## src/rtl/core/psdc_pkg.sv

```systemverilog
// ----------------------------------------------------------------------------
// psdc_pkg
// Shared types, constants and the byte-wide CRC-32/MPEG-2 update for the
// PSI section deframer.
// ----------------------------------------------------------------------------
package psdc_pkg;

   localparam logic [31:0] CRC_POLY     = 32'h04C1_1DB7;
   localparam logic [31:0] CRC_INIT     = 32'hFFFF_FFFF;
   localparam logic [11:0] LEN_LIMIT    = 12'd1021;
   localparam logic [12:0] HEADER_BYTES = 13'd3;

   localparam int RSP_DEPTH = 3;
   localparam int RSP_PTR_W = $clog2(RSP_DEPTH);
   localparam int RSP_LVL_W = $clog2(RSP_DEPTH + 1);

   typedef struct packed {
      logic       length_error;
      logic       crc_ok;
      logic       section_end;
      logic [9:0] byte_index;
      logic [7:0] section_byte;
   } rsp_type;

   typedef struct packed {
      logic       unit_start;
      logic       packet_first;
      logic       action;
      logic [7:0] payload_byte;
   } req_type;

   // MSB-first, no reflection
   function automatic logic [31:0] crc_byte(input logic [31:0] crc_in,
                                            input logic [7:0]  data);
      logic [31:0] crc;
      logic        top;
      crc = crc_in;
      for (int i = 0; i < 8; i++) begin
         top = data[7 - i] ^ crc[31];
         crc = {crc[30:0], 1'b0} ^ (top ? CRC_POLY : 32'h0);
      end
      return crc;
   endfunction

endpackage

```

## src/rtl/core/psdc_parser.sv

```systemverilog
// ----------------------------------------------------------------------------
// psdc_parser
// Input beat register and section parser: pointer skip, length capture,
// running CRC and result generation, one byte per cycle while the result buffer has room.
// ----------------------------------------------------------------------------
module psdc_parser
   import psdc_pkg::*;
(
   input  logic                 clock,
   input  logic                 reset,
   input  logic                 req_valid,
   output logic                 req_ready,
   input  req_type              req,
   input  logic [RSP_LVL_W-1:0] rsp_level,
   output logic                 push,
   output rsp_type              push_data
);

   logic        in_valid_ff, in_valid_in;
   req_type     in_ff;

   logic        waiting_ff, waiting_in;
   logic [7:0]  skip_ff, skip_in;
   logic [9:0]  taken_ff, taken_in;
   logic [11:0] len_ff, len_in;
   logic [31:0] crc_ff, crc_in;

   logic [RSP_LVL_W:0] level_sum;
   logic [31:0]        crc_next;
   logic [11:0]        len_cur;
   logic               is_end;
   logic               is_lerr;

   assign level_sum = {1'b0, rsp_level} + {{RSP_LVL_W{1'b0}}, in_valid_ff};
   assign req_ready = level_sum < (RSP_LVL_W + 1)'(RSP_DEPTH);
   assign in_valid_in = req_valid & req_ready;

   always_ff @(posedge clock) begin
      if (reset) begin
         in_valid_ff <= 1'b0;
      end else begin
         in_valid_ff <= in_valid_in;
      end
      if (in_valid_in) begin
         in_ff <= req;
      end
   end

   assign crc_next = crc_byte(crc_ff, in_ff.payload_byte);

   always_comb begin
      len_cur = len_ff;
      if (taken_ff == 10'd1) begin
         len_cur = {in_ff.payload_byte[3:0], 8'h00};
      end else if (taken_ff == 10'd2) begin
         len_cur = len_ff | {4'h0, in_ff.payload_byte};
      end
      is_lerr = (taken_ff == 10'd2) && (len_cur >= LEN_LIMIT);
      is_end  = is_lerr || ((taken_ff >= 10'd2) &&
                ({3'b000, taken_ff} == ({1'b0, len_cur} + HEADER_BYTES - 13'd1)));
   end

   always_comb begin
      waiting_in = waiting_ff;
      skip_in    = skip_ff;
      taken_in   = taken_ff;
      len_in     = len_ff;
      crc_in     = crc_ff;
      push       = 1'b0;

      push_data.section_byte = in_ff.payload_byte;
      push_data.byte_index   = taken_ff;
      push_data.section_end  = is_end;
      push_data.crc_ok       = is_end && !is_lerr && (crc_next == 32'h0);
      push_data.length_error = is_lerr;

      if (in_valid_ff) begin
         if (in_ff.action || (in_ff.packet_first && in_ff.unit_start)) begin
            waiting_in = in_ff.action;
            skip_in    = in_ff.action ? 8'h00 : in_ff.payload_byte;
            taken_in   = 10'd0;
            len_in     = 12'd0;
            crc_in     = CRC_INIT;
         end else if (waiting_ff) begin
            waiting_in = 1'b1;
         end else if (skip_ff != 8'h00) begin
            skip_in = skip_ff - 8'd1;
         end else begin
            push = 1'b1;
            if (is_end) begin
               waiting_in = 1'b1;
               skip_in    = 8'h00;
               taken_in   = 10'd0;
               len_in     = 12'd0;
               crc_in     = CRC_INIT;
            end else begin
               taken_in = taken_ff + 10'd1;
               len_in   = len_cur;
               crc_in   = crc_next;
            end
         end
      end
   end

   always_ff @(posedge clock) begin
      if (reset) begin
         waiting_ff <= 1'b1;
         skip_ff    <= 8'h00;
         taken_ff   <= 10'd0;
         len_ff     <= 12'd0;
         crc_ff     <= CRC_INIT;
      end else begin
         waiting_ff <= waiting_in;
         skip_ff    <= skip_in;
         taken_ff   <= taken_in;
         len_ff     <= len_in;
         crc_ff     <= crc_in;
      end
   end

endmodule

```

## src/rtl/core/psdc_rsp_fifo.sv

```systemverilog
// ----------------------------------------------------------------------------
// psdc_rsp_fifo
// Small result buffer between the parser and the output channel.
// ----------------------------------------------------------------------------
module psdc_rsp_fifo
   import psdc_pkg::*;
(
   input  logic                 clock,
   input  logic                 reset,
   input  logic                 push,
   input  rsp_type              push_data,
   output logic                 out_valid,
   input  logic                 out_ready,
   output rsp_type              out_data,
   output logic [RSP_LVL_W-1:0] level
);

   rsp_type                mem_ff [RSP_DEPTH];
   logic [RSP_PTR_W-1:0]   wr_ff, wr_in;
   logic [RSP_PTR_W-1:0]   rd_ff, rd_in;
   logic [RSP_LVL_W-1:0]   cnt_ff, cnt_in;
   logic                   pop;

   assign out_valid = cnt_ff != '0;
   assign out_data  = mem_ff[rd_ff];
   assign level     = cnt_ff;
   assign pop       = out_valid & out_ready;

   always_comb begin
      wr_in  = wr_ff;
      rd_in  = rd_ff;
      cnt_in = cnt_ff;
      if (push) begin
         wr_in = (wr_ff == RSP_PTR_W'(RSP_DEPTH - 1)) ? '0 : wr_ff + RSP_PTR_W'(1);
      end
      if (pop) begin
         rd_in = (rd_ff == RSP_PTR_W'(RSP_DEPTH - 1)) ? '0 : rd_ff + RSP_PTR_W'(1);
      end
      if (push && !pop) begin
         cnt_in = cnt_ff + RSP_LVL_W'(1);
      end else if (pop && !push) begin
         cnt_in = cnt_ff - RSP_LVL_W'(1);
      end
   end

   always_ff @(posedge clock) begin
      if (reset) begin
         wr_ff  <= '0;
         rd_ff  <= '0;
         cnt_ff <= '0;
      end else begin
         wr_ff  <= wr_in;
         rd_ff  <= rd_in;
         cnt_ff <= cnt_in;
      end
      if (push) begin
         mem_ff[wr_ff] <= push_data;
      end
   end

endmodule

```

## src/rtl/core/psi_section_deframer_crc_top.sv

```systemverilog
// ----------------------------------------------------------------------------
// psi_section_deframer_crc_top
// PSI section reassembly from transport-stream payload bytes with
// CRC-32/MPEG-2 check.
// ----------------------------------------------------------------------------
// One payload byte is taken per cycle while req_tready is high. A byte goes
// into an input register, is parsed in the next cycle and its section byte,
// if any, is written to a three-entry result buffer that drives rsp_tvalid.
// req_tready drops only when the buffer plus the byte in flight would fill
// it, which happens only while the result side stalls.
module psi_section_deframer_crc_top
   import psdc_pkg::*;
(
   input  logic        clock,
   input  logic        reset,
   input  logic        req_tvalid,
   output logic        req_tready,
   input  logic [7:0]  req_tdata,   // payload_byte
   input  logic [2:0]  req_tuser,   // action, packet_first, unit_start
   output logic        rsp_tvalid,
   input  logic        rsp_tready,
   output logic [23:0] rsp_tdata,   // section_byte, byte_index, zero pad
   output logic        rsp_tlast,   // section_end
   output logic [1:0]  rsp_tuser    // crc_ok, length_error
);

   req_type              req;
   rsp_type              push_data;
   rsp_type              out_data;
   logic                 push;
   logic [RSP_LVL_W-1:0] level;

   assign req.payload_byte = req_tdata;
   assign req.action       = req_tuser[0];
   assign req.packet_first = req_tuser[1];
   assign req.unit_start   = req_tuser[2];

   psdc_parser u_parser (
      .clock     (clock),
      .reset     (reset),
      .req_valid (req_tvalid),
      .req_ready (req_tready),
      .req       (req),
      .rsp_level (level),
      .push      (push),
      .push_data (push_data)
   );

   psdc_rsp_fifo u_rsp_fifo (
      .clock     (clock),
      .reset     (reset),
      .push      (push),
      .push_data (push_data),
      .out_valid (rsp_tvalid),
      .out_ready (rsp_tready),
      .out_data  (out_data),
      .level     (level)
   );

   assign rsp_tdata = {6'b000000, out_data.byte_index, out_data.section_byte};
   assign rsp_tlast = out_data.section_end;
   assign rsp_tuser = {out_data.length_error, out_data.crc_ok};

endmodule
```

## config.mk

```make
export PLATFORM = sky130hd
export DESIGN_NAME = psi_section_deframer_crc_top
export DESIGN_NICKNAME = d
export VERILOG_FILES = /design/src/rtl/core/psdc_pkg.sv /design/src/rtl/core/psdc_parser.sv /design/src/rtl/core/psdc_rsp_fifo.sv /design/src/rtl/core/psi_section_deframer_crc_top.sv
export SDC_FILE = /design/constraint.sdc
export NUM_CORES = 1
export LEC_CHECK = 0
export BUFFER_PORTS_ARGS = -buffer_cell sky130_fd_sc_hd__buf_4
export CELL_PAD_IN_SITES_DETAIL_PLACEMENT = 1
export CELL_PAD_IN_SITES_GLOBAL_PLACEMENT = 2
export CORE_ASPECT_RATIO = 2
export CORE_UTILIZATION = 30
export CTS_BUF_LIST = sky130_fd_sc_hd__clkbuf_4 sky130_fd_sc_hd__clkbuf_8
export DETAILED_ROUTE_END_ITERATION = 7
export PLACE_DENSITY_LB_ADDON = 0.3
export SYNTH_ARGS = -nofsm -noshare
export SYNTH_HDL_FRONTEND = slang
export SYNTH_SLANG_ARGS = --single-unit
```

## constraint.sdc

```tcl
create_clock -name clock -period 3.7 [get_ports clock]
set_input_delay 0.185 -clock clock [delete_from_list [all_inputs] [get_ports clock]]
set_output_delay 0.185 -clock clock [all_outputs]
set_load 0.03 [all_outputs]
```

Word-level counts from Yosys, hierarchy flattened
Memories as Yosys holds them, arrays and structs flattened. A register that Yosys moved wholly into a read port is not among the register bits.
Index checks and enable logic that the tools add are counted.
{"block": "word_totals", "output_inout_bits": 29, "reg_bits": 81, "memories": 1, "wordCells": 114, "ram_bits": 63, "in_bits": 15}
{"block": "op_classes", "add_sub_neg": 9, "n_bitwise": 19, "muxes": 43, "n_eq_ne": 7, "n_lt_le_gt_ge": 3, "n_reduce_logical": 19}
{"name": "u_rsp_fifo.mem_ff", "depth": 3, "width": 21, "read_ports": 1, "rd_ports_with_merged_regs": 1, "wr": 1, "line": "psdc_rsp_fifo.sv:18", "source": "rsp_type mem_ff [RSP_DEPTH];"}
{"cell": "32-bit bitwise XOR", "count": 8}
{"cell": "27-bit 2-to-1 mux", "count": 8}
{"cell": "32-bit 2-to-1 mux", "count": 4}
{"cell": "12-bit 2-to-1 mux", "count": 6}
{"cell": "10-bit 2-to-1 mux", "count": 4}
{"cell": "8-bit 2-to-1 mux", "count": 5}
{"cell": "32-bit logical NOT", "count": 1}
{"cell": "12-bit by 2-bit adder with 13-bit output, second input constant", "count": 1}
{"cell": "10-bit by 13-bit equality test with 1-bit output", "count": 1}
{"cell": "13-bit by 1-bit subtractor with 13-bit output, second input constant", "count": 1}
{"cell": "12-bit by 10-bit greater-or-equal comparator with 1-bit output, second input constant", "count": 1}
{"cell": "2-bit 2-to-1 mux", "count": 6}
{"cell": "12-bit by 8-bit bitwise OR with 12-bit output", "count": 1}
{"cell": "10-bit by 1-bit adder with 10-bit output, second input constant", "count": 1}
{"cell": "10-bit by 1-bit equality test with 1-bit output, second input constant", "count": 1}
{"cell": "10-bit by 2-bit equality test with 1-bit output, second input constant", "count": 1}
{"cell": "10-bit by 2-bit greater-or-equal comparator with 1-bit output, second input constant", "count": 1}
{"cell": "1-bit 2-to-1 mux", "count": 10}
{"cell": "8-bit nonzero test", "count": 1}
{"cell": "8-bit by 1-bit subtractor with 8-bit output, second input constant", "count": 1}
{"cell": "1-bit bitwise XOR", "count": 8}
{"cell": "1-bit logical AND", "count": 7}
{"cell": "2-bit by 1-bit adder with 2-bit output, second input constant", "count": 3}
{"cell": "3-bit AND reduction", "count": 2}
{"cell": "other kinds (11)", "count": 17}

Depth between registers and ports, before layout
{"block": "depth", "ltp_word": 28, "mapped_depth": 18}

Modules after synthesis
From an unflattened synthesis, not the netlist that was laid out.
{"block": "hier_totals", "cells_unflattened": 706, "area_unflattened_um2": 7369.6}
{"module": "psdc_parser", "n_inst": 1, "cells_per_inst": 533, "area_each_um2": 4689.5}
{"module": "psdc_rsp_fifo", "n_inst": 1, "cells_per_inst": 166, "area_each_um2": 2631.3}
{"module": "psi_section_deframer_crc_top", "n_inst": 1, "cells_per_inst": 7, "area_each_um2": 48.8}

Worst setup path after synthesis
No wires, ideal clock.
{"block": "synth_timing", "kind": "reg2reg", "from": "reg u_parser.taken_ff[3]", "to": "reg u_parser.crc_ff[19]", "stages_incl_launch_ff": 18, "arrival_ns": 3.702, "setup_slack_ns": -0.138, "setup_ns": 0.136, "path_cell_list": "dfxtp_1 buf_2 nor4_4 buf_2 a41oi_2 nor2_1 ha_1 nand3_1 o31ai_4 nand4_1 or3_4 a21oi_2 o31ai_4 a31oi_4 inv_2 nor4_4 buf_6 a22oi_2"}
{"item": "from (decl)", "line": "psdc_parser.sv:24", "source": "logic [9:0] taken_ff, taken_in;"}
{"item": "from (signal assigned)", "line": "psdc_parser.sv:115", "source": "taken_ff <= taken_in;"}
{"item": "to (signal assigned)", "line": "psdc_parser.sv:117", "source": "crc_ff <= crc_in;"}
{"item": "to (decl)", "line": "psdc_parser.sv:26", "source": "logic [31:0] crc_ff, crc_in;"}

Final worst setup path
{"block": "layout_timing", "from": "reg u_parser.taken_ff[3]", "to": "reg u_parser.skip_ff[1]"}
{"block": "layout_via", "elab_chain_cells": 10, "elab_cells_between_ends": 14}
{"item": "10-bit by 2-bit equality test with 1-bit output", "line": "psdc_parser.sv:55, psdc_parser.sv:58"}
{"item": "12-bit 2-to-1 mux", "line": "psdc_parser.sv:55", "source": "end else if (taken_ff == 10'd2) begin"}
{"item": "12-bit 2-to-1 mux", "line": "psdc_parser.sv:53", "source": "if (taken_ff == 10'd1) begin"}
{"item": "12-bit by 2-bit adder with 13-bit output", "line": "psdc_parser.sv:60", "source": "({3'b000, taken_ff} == ({1'b0, len_cur} + HEADER_BYTES - 13'd1)));"}
{"item": "13-bit by 1-bit subtractor with 13-bit output", "line": "psdc_parser.sv:60"}
{"item": "10-bit by 13-bit equality test with 1-bit output", "line": "psdc_parser.sv:60"}
{"item": "1-bit logical AND", "line": "psdc_parser.sv:59", "source": "is_end = is_lerr || ((taken_ff >= 10'd2) &&"}
{"item": "1-bit logical OR *", "line": "psdc_parser.sv:59"}
{"item": "3-bit nonzero test (no source line) *"}
{"item": "3-bit AND reduction (no source line) *"}
{"item": "to (signal assigned)", "line": "psdc_parser.sv:114", "source": "skip_ff <= skip_in;"}
{"item": "to (decl)", "line": "psdc_parser.sv:23", "source": "logic [7:0] skip_ff, skip_in;"}
Every way passes the cells marked *; elsewhere a longest branch is shown, timed or not.
A chain may end at the register's enable or synchronous reset.

==> out/qor.tcl <==
set qor(worst_setup_hold_path_clk_slew_ns) 0.09
set qor(critical_path.cell_chain) {nor4_4, a41oi_2, nor2_1, ha_2, nand3_2, o31ai_4, nand4_1, or3_4, o211a_1, o31ai_4, a31oi_4, buf_12, buf_4, a21oi_1, a211oi_2}
set qor(irDropWorstVdd_mv) 0.193
set qor(grt_overflow_total) 0
set qor(pwr-share-clk) 0.354
set qor(core-area_um2) 24000
set qor(yosys.area.top_type) {sky130_fd_sc_hd__edfxtp_1}
set qor(start_kind) {register}
set qor(num_io_pins) 44
set qor(path_common_cell) {sky130_fd_sc_hd__o31ai_4}
set qor(tritoncts) {built}
set qor(unrepaired_setup_endpoints_after_global_routing) {true}
set qor(gpl.final_weighted_congestion) 0.914
set qor(hpwl_um) 17300
set qor(grt_usage) 0.188
set qor(ys_warn_count) 0
set qor(route.detailed.drc) 0
set qor(port-buffer-count) 37
set qor(status) {finished clean}
set qor(crit_fanout) 5
set qor(slew_viol_final) 0
set qor(yosys-top-cells-area) {sky130_fd_sc_hd__edfxtp_1 30%, sky130_fd_sc_hd__dfxtp_1 20%, sky130_fd_sc_hd__xnor2_1 6.8%, sky130_fd_sc_hd__mux2i_1 3.4%, sky130_fd_sc_hd__nand2_1 3.1%}
set qor(grt_pass1_wl_um) 34900
set qor(critPathSlowestCell) {sky130_fd_sc_hd__nor4_4}
set qor(final_net_count) 835
set qor(flip_flop_and_latch_count_after_synthesis) 146
set qor(syn-cell-area_um2) 7370
set qor(post-layout-total-power_mw) 3.86
set qor(hold_class) {in -> reg}
set qor(cts_max_level) 4
set qor(fin_setup_tns_ns) 0
set qor(dr_total_vias) 5787
set qor(n_antenna_cell) 0
set qor(setup_skew_ns) 0.0121
set qor(drt_first_pass_iters) 4
set qor(path_class) {reg -> reg}
set qor(grt_antenna_before_repair) 0
set qor(floorplan.initialDensity) 0.307
set qor(avg_wl_per_cell_um) 20.8
set qor(seq_area_frac_synth) 0.497
set qor(internal_power_mw) 2.72
set qor(wl_um) 23100
set qor(fin_util) 0.383
set qor(post-route-min-period_ns) 3.60
set qor(maximum_number_of_pins_on_one_net_before_global_route_repair) 39
set qor(ys_dominant_reg_cell) {sky130_fd_sc_hd__edfxtp_1}
set qor(cp_slowest_stage_delay_ns) 0.39
set qor(layout-drive-gt1-share) 0.271
set qor(most_common_library_cell_in_the_layout_ignoring_fill_and_taps) {sky130_fd_sc_hd__buf_4}
set qor(period_share) 0.973
set qor(die-area_um2) 25200
set qor(detailedRoute.firstIterationViolations) 274
set qor(fp.dieH_um) 224
set qor(yosys.cell_types.count) 67
set qor(worst-slew-pin-transition_ns) 0.953
set qor(post_synth.cell_area_avg_um2) 10.5
set qor(endpoint_kind) {register}
set qor(count_of_flip_flops_with_a_built_in_enable_after_synthesis) 74
set qor(clock-root-buffer) {sky130_fd_sc_hd__clkbuf_8}
set qor(clock_insertion_delay_worst_skew_ns) 0.48
set qor(finish.instance_area_um2) 9200
set qor(p_switching_mw) 1.14
set qor(netSwitchingFraction) 0.296
set qor(powerDensity_nw_per_um2) 420
set qor(number_of_global_route_vias_before_repair) 6119
set qor(maxClockFrequency_ghz) 0.278
set qor(tritoncts_buffer_count) 17
set qor(path_delay_family) {compound AO/OA/AOI/OAI gates}
set qor(yosys.area.top_type_share) 0.301
set qor(p_comb_frac) 0.185
set qor(fp-row-count) 80
set qor(dieWidth_um) 113
set qor(max_slew_margin) 0.364
set qor(maxCapViolCount) 0
set qor(worstPathBufferInverterCount) 2
set qor(cts.sinks) 146
set qor(max-clock-path-buffers) 2
set qor(critical_path_arrival_ns) 3.94
set qor(synth_cells) 700
set qor(drtAntennaViolNets) 0
set qor(placed_cell_area_um2) 8370
set qor(power.leakage_nw) 3.21
set qor(route.detailed.vias_per_inst) 5.21
set qor(syn_to_final_growth_pct) 24.8
set qor(final-setup-viol-count) 0
set qor(async_flop_share) 0
set qor(cp.required_ns) 4.04
set qor(pwr-share-seq) 0.461
set qor(timing_hold_violations_final) 0
set qor(final_cell_mix) {107 x sky130_fd_sc_hd__buf_4, 74 x sky130_fd_sc_hd__edfxtp_1, 66 x sky130_fd_sc_hd__dfxtp_1, 59 x sky130_fd_sc_hd__nand2_1}
-- flip-flops by register name, summed over array words and instances, names as in the netlist, named ones only --
| signal | cells |
|---|---|
| u_rsp_fifo.rd_ff | 2 |
| u_rsp_fifo.wr_ff | 2 |
| u_rsp_fifo.level | 2 |
| u_parser.in_valid_ff | 1 |
| u_parser.skip_ff | 8 |
| u_parser.in_ff | 3 |
| u_parser.crc_ff | 32 |
| u_parser.len_ff | 12 |
| u_rsp_fifo.mem_ff | 63 |
| u_parser.waiting_ff | 1 |
| u_parser.push_data | 8 |
| u_parser.taken_ff | 10 |
-- layer usage --
metal / part of all wire / global-route usage / wire (um) / vias up
met3: 0.018 / 0.0333 / 423 / 65
met1: 0.34 / 0.171 / 7830 / 2852
met5: 0 / 0 / 0 / -
met2: 0.58 / 0.370 / 13400 / 108
li1: - / - / - / 2762
met4: 0.062 / 0.123 / 1440 / 0
-- worst paths after layout --
| check | end | cells past startpoint | start | slack (ns) |
|---|---|---|---|---|
| worst max-delay path | u_parser.skip_ff[1] | 15 | u_parser.taken_ff[3] | 0.10 |
| worst min-delay path | u_rsp_fifo.rd_ff[1] | 4 | rsp_tready | 0.16 |
| worst max register to register | u_parser.skip_ff[1] | 15 | u_parser.taken_ff[3] | 0.10 |
| worst min register to register | u_parser.len_ff[4] | 2 | u_parser.len_ff[4] | 0.46 |
-- cell usage after synthesis, types with 5 or more instances --
| cell | count |
|---|---|
| sky130_fd_sc_hd__buf_2 | 6 |
| sky130_fd_sc_hd__xor2_1 | 26 |
| sky130_fd_sc_hd__mux2i_1 | 25 |
| sky130_fd_sc_hd__buf_4 | 8 |
| sky130_fd_sc_hd__or3_1 | 6 |
| sky130_fd_sc_hd__edfxtp_1 | 74 |
| sky130_fd_sc_hd__inv_1 | 17 |
| sky130_fd_sc_hd__or2_2 | 7 |
| sky130_fd_sc_hd__dfxtp_1 | 72 |
| sky130_fd_sc_hd__o21ai_0 | 39 |
| sky130_fd_sc_hd__a211oi_1 | 7 |
| sky130_fd_sc_hd__o211ai_1 | 7 |
| sky130_fd_sc_hd__nor2_1 | 57 |
| sky130_fd_sc_hd__nand2_1 | 61 |
| sky130_fd_sc_hd__and3_1 | 5 |
| sky130_fd_sc_hd__nor4_1 | 5 |
| sky130_fd_sc_hd__a21oi_2 | 21 |
| sky130_fd_sc_hd__clkbuf_1 | 19 |
| sky130_fd_sc_hd__nand2b_1 | 8 |
| sky130_fd_sc_hd__a31oi_1 | 19 |
| sky130_fd_sc_hd__ha_1 | 9 |
| sky130_fd_sc_hd__xnor2_1 | 57 |
| sky130_fd_sc_hd__and2_1 | 5 |
| sky130_fd_sc_hd__nand3_1 | 13 |
| sky130_fd_sc_hd__nor3_1 | 12 |
| sky130_fd_sc_hd__a211o_1 | 5 |
| sky130_fd_sc_hd__a21oi_1 | 21 |
-- what timing repair did --
| item | 4_1_cts | 5_1_grt |
|---|---|---|
| hold endpoints to repair | 11 | 0 |
| gates resized for setup | 4 | 27 |
| gates cloned | 0 | 3 |
| buffers inserted | 0 | 11 |
| pin swaps | 2 | 19 |
| hold buffers | 11 | 0 |
| setup endpoints to repair | 3 | 61 |
-- power groups by stage --
stage	Clock, mW	Sequential (mW)	Combinational (mW)
after floorplan	0	1.79	0.479
after global placement	0	1.82	0.680
after detailed placement	0	1.82	0.694
after CTS	1.40	1.78	0.708
after global routing	1.47	1.79	0.768
final	1.37	1.78	0.715
-- tightest hold or removal path, delay by kind of cell --
family | cells | cell delay, ns
simple gates | 2 | 0.24
buf+inv | 1 | 0.08
compound gates | 1 | 0.07
-- stage by stage --
| step | setup WS (ns) | hold slack [ns] | std cells |
|---|---|---|---|
| after floorplan | -0.00304 | 0.284 | 705 |
| after global placement | -0.206 | 0.365 | 1054 |
| after detailed placement | -0.267 | 0.365 | 1054 |
| after CTS | -0.00613 | 0.132 | 1097 |
| after global routing | -0.0760 | 0.164 | 1111 |
| final | 0.100 | 0.156 | 1111 |
-- area by class of cell --
| cell class | instances | area (um^2) |
|---|---|---|
| Fill cell | 2675 | 14800 |
| Tap cell | 287 | 359 |
| Sequential cell | 146 | 3670 |
| Clock inverter | 13 | 174 |
| Multi-Input combinational cell | 501 | 3600 |
| Clock buffer | 19 | 255 |
| Timing Repair Buffer | 127 | 1070 |
| Inverter | 18 | 70.1 |
-- kinds of logic after synthesis --
| logic type | count (synthesis) | share of synthesized area |
|---|---|---|
| compound gates | 169 | 0.166 |
| flops | 146 | 0.497 |
| other cells | 1 | 0.000509 |
| buf+inv | 58 | 0.0387 |
| mux | 27 | 0.0370 |
| simple gates | 207 | 0.147 |
| fa+ha+maj | 9 | 0.0153 |
| xor+xnor | 83 | 0.0986 |
Note: power is estimated with default switching activity, not from simulation.
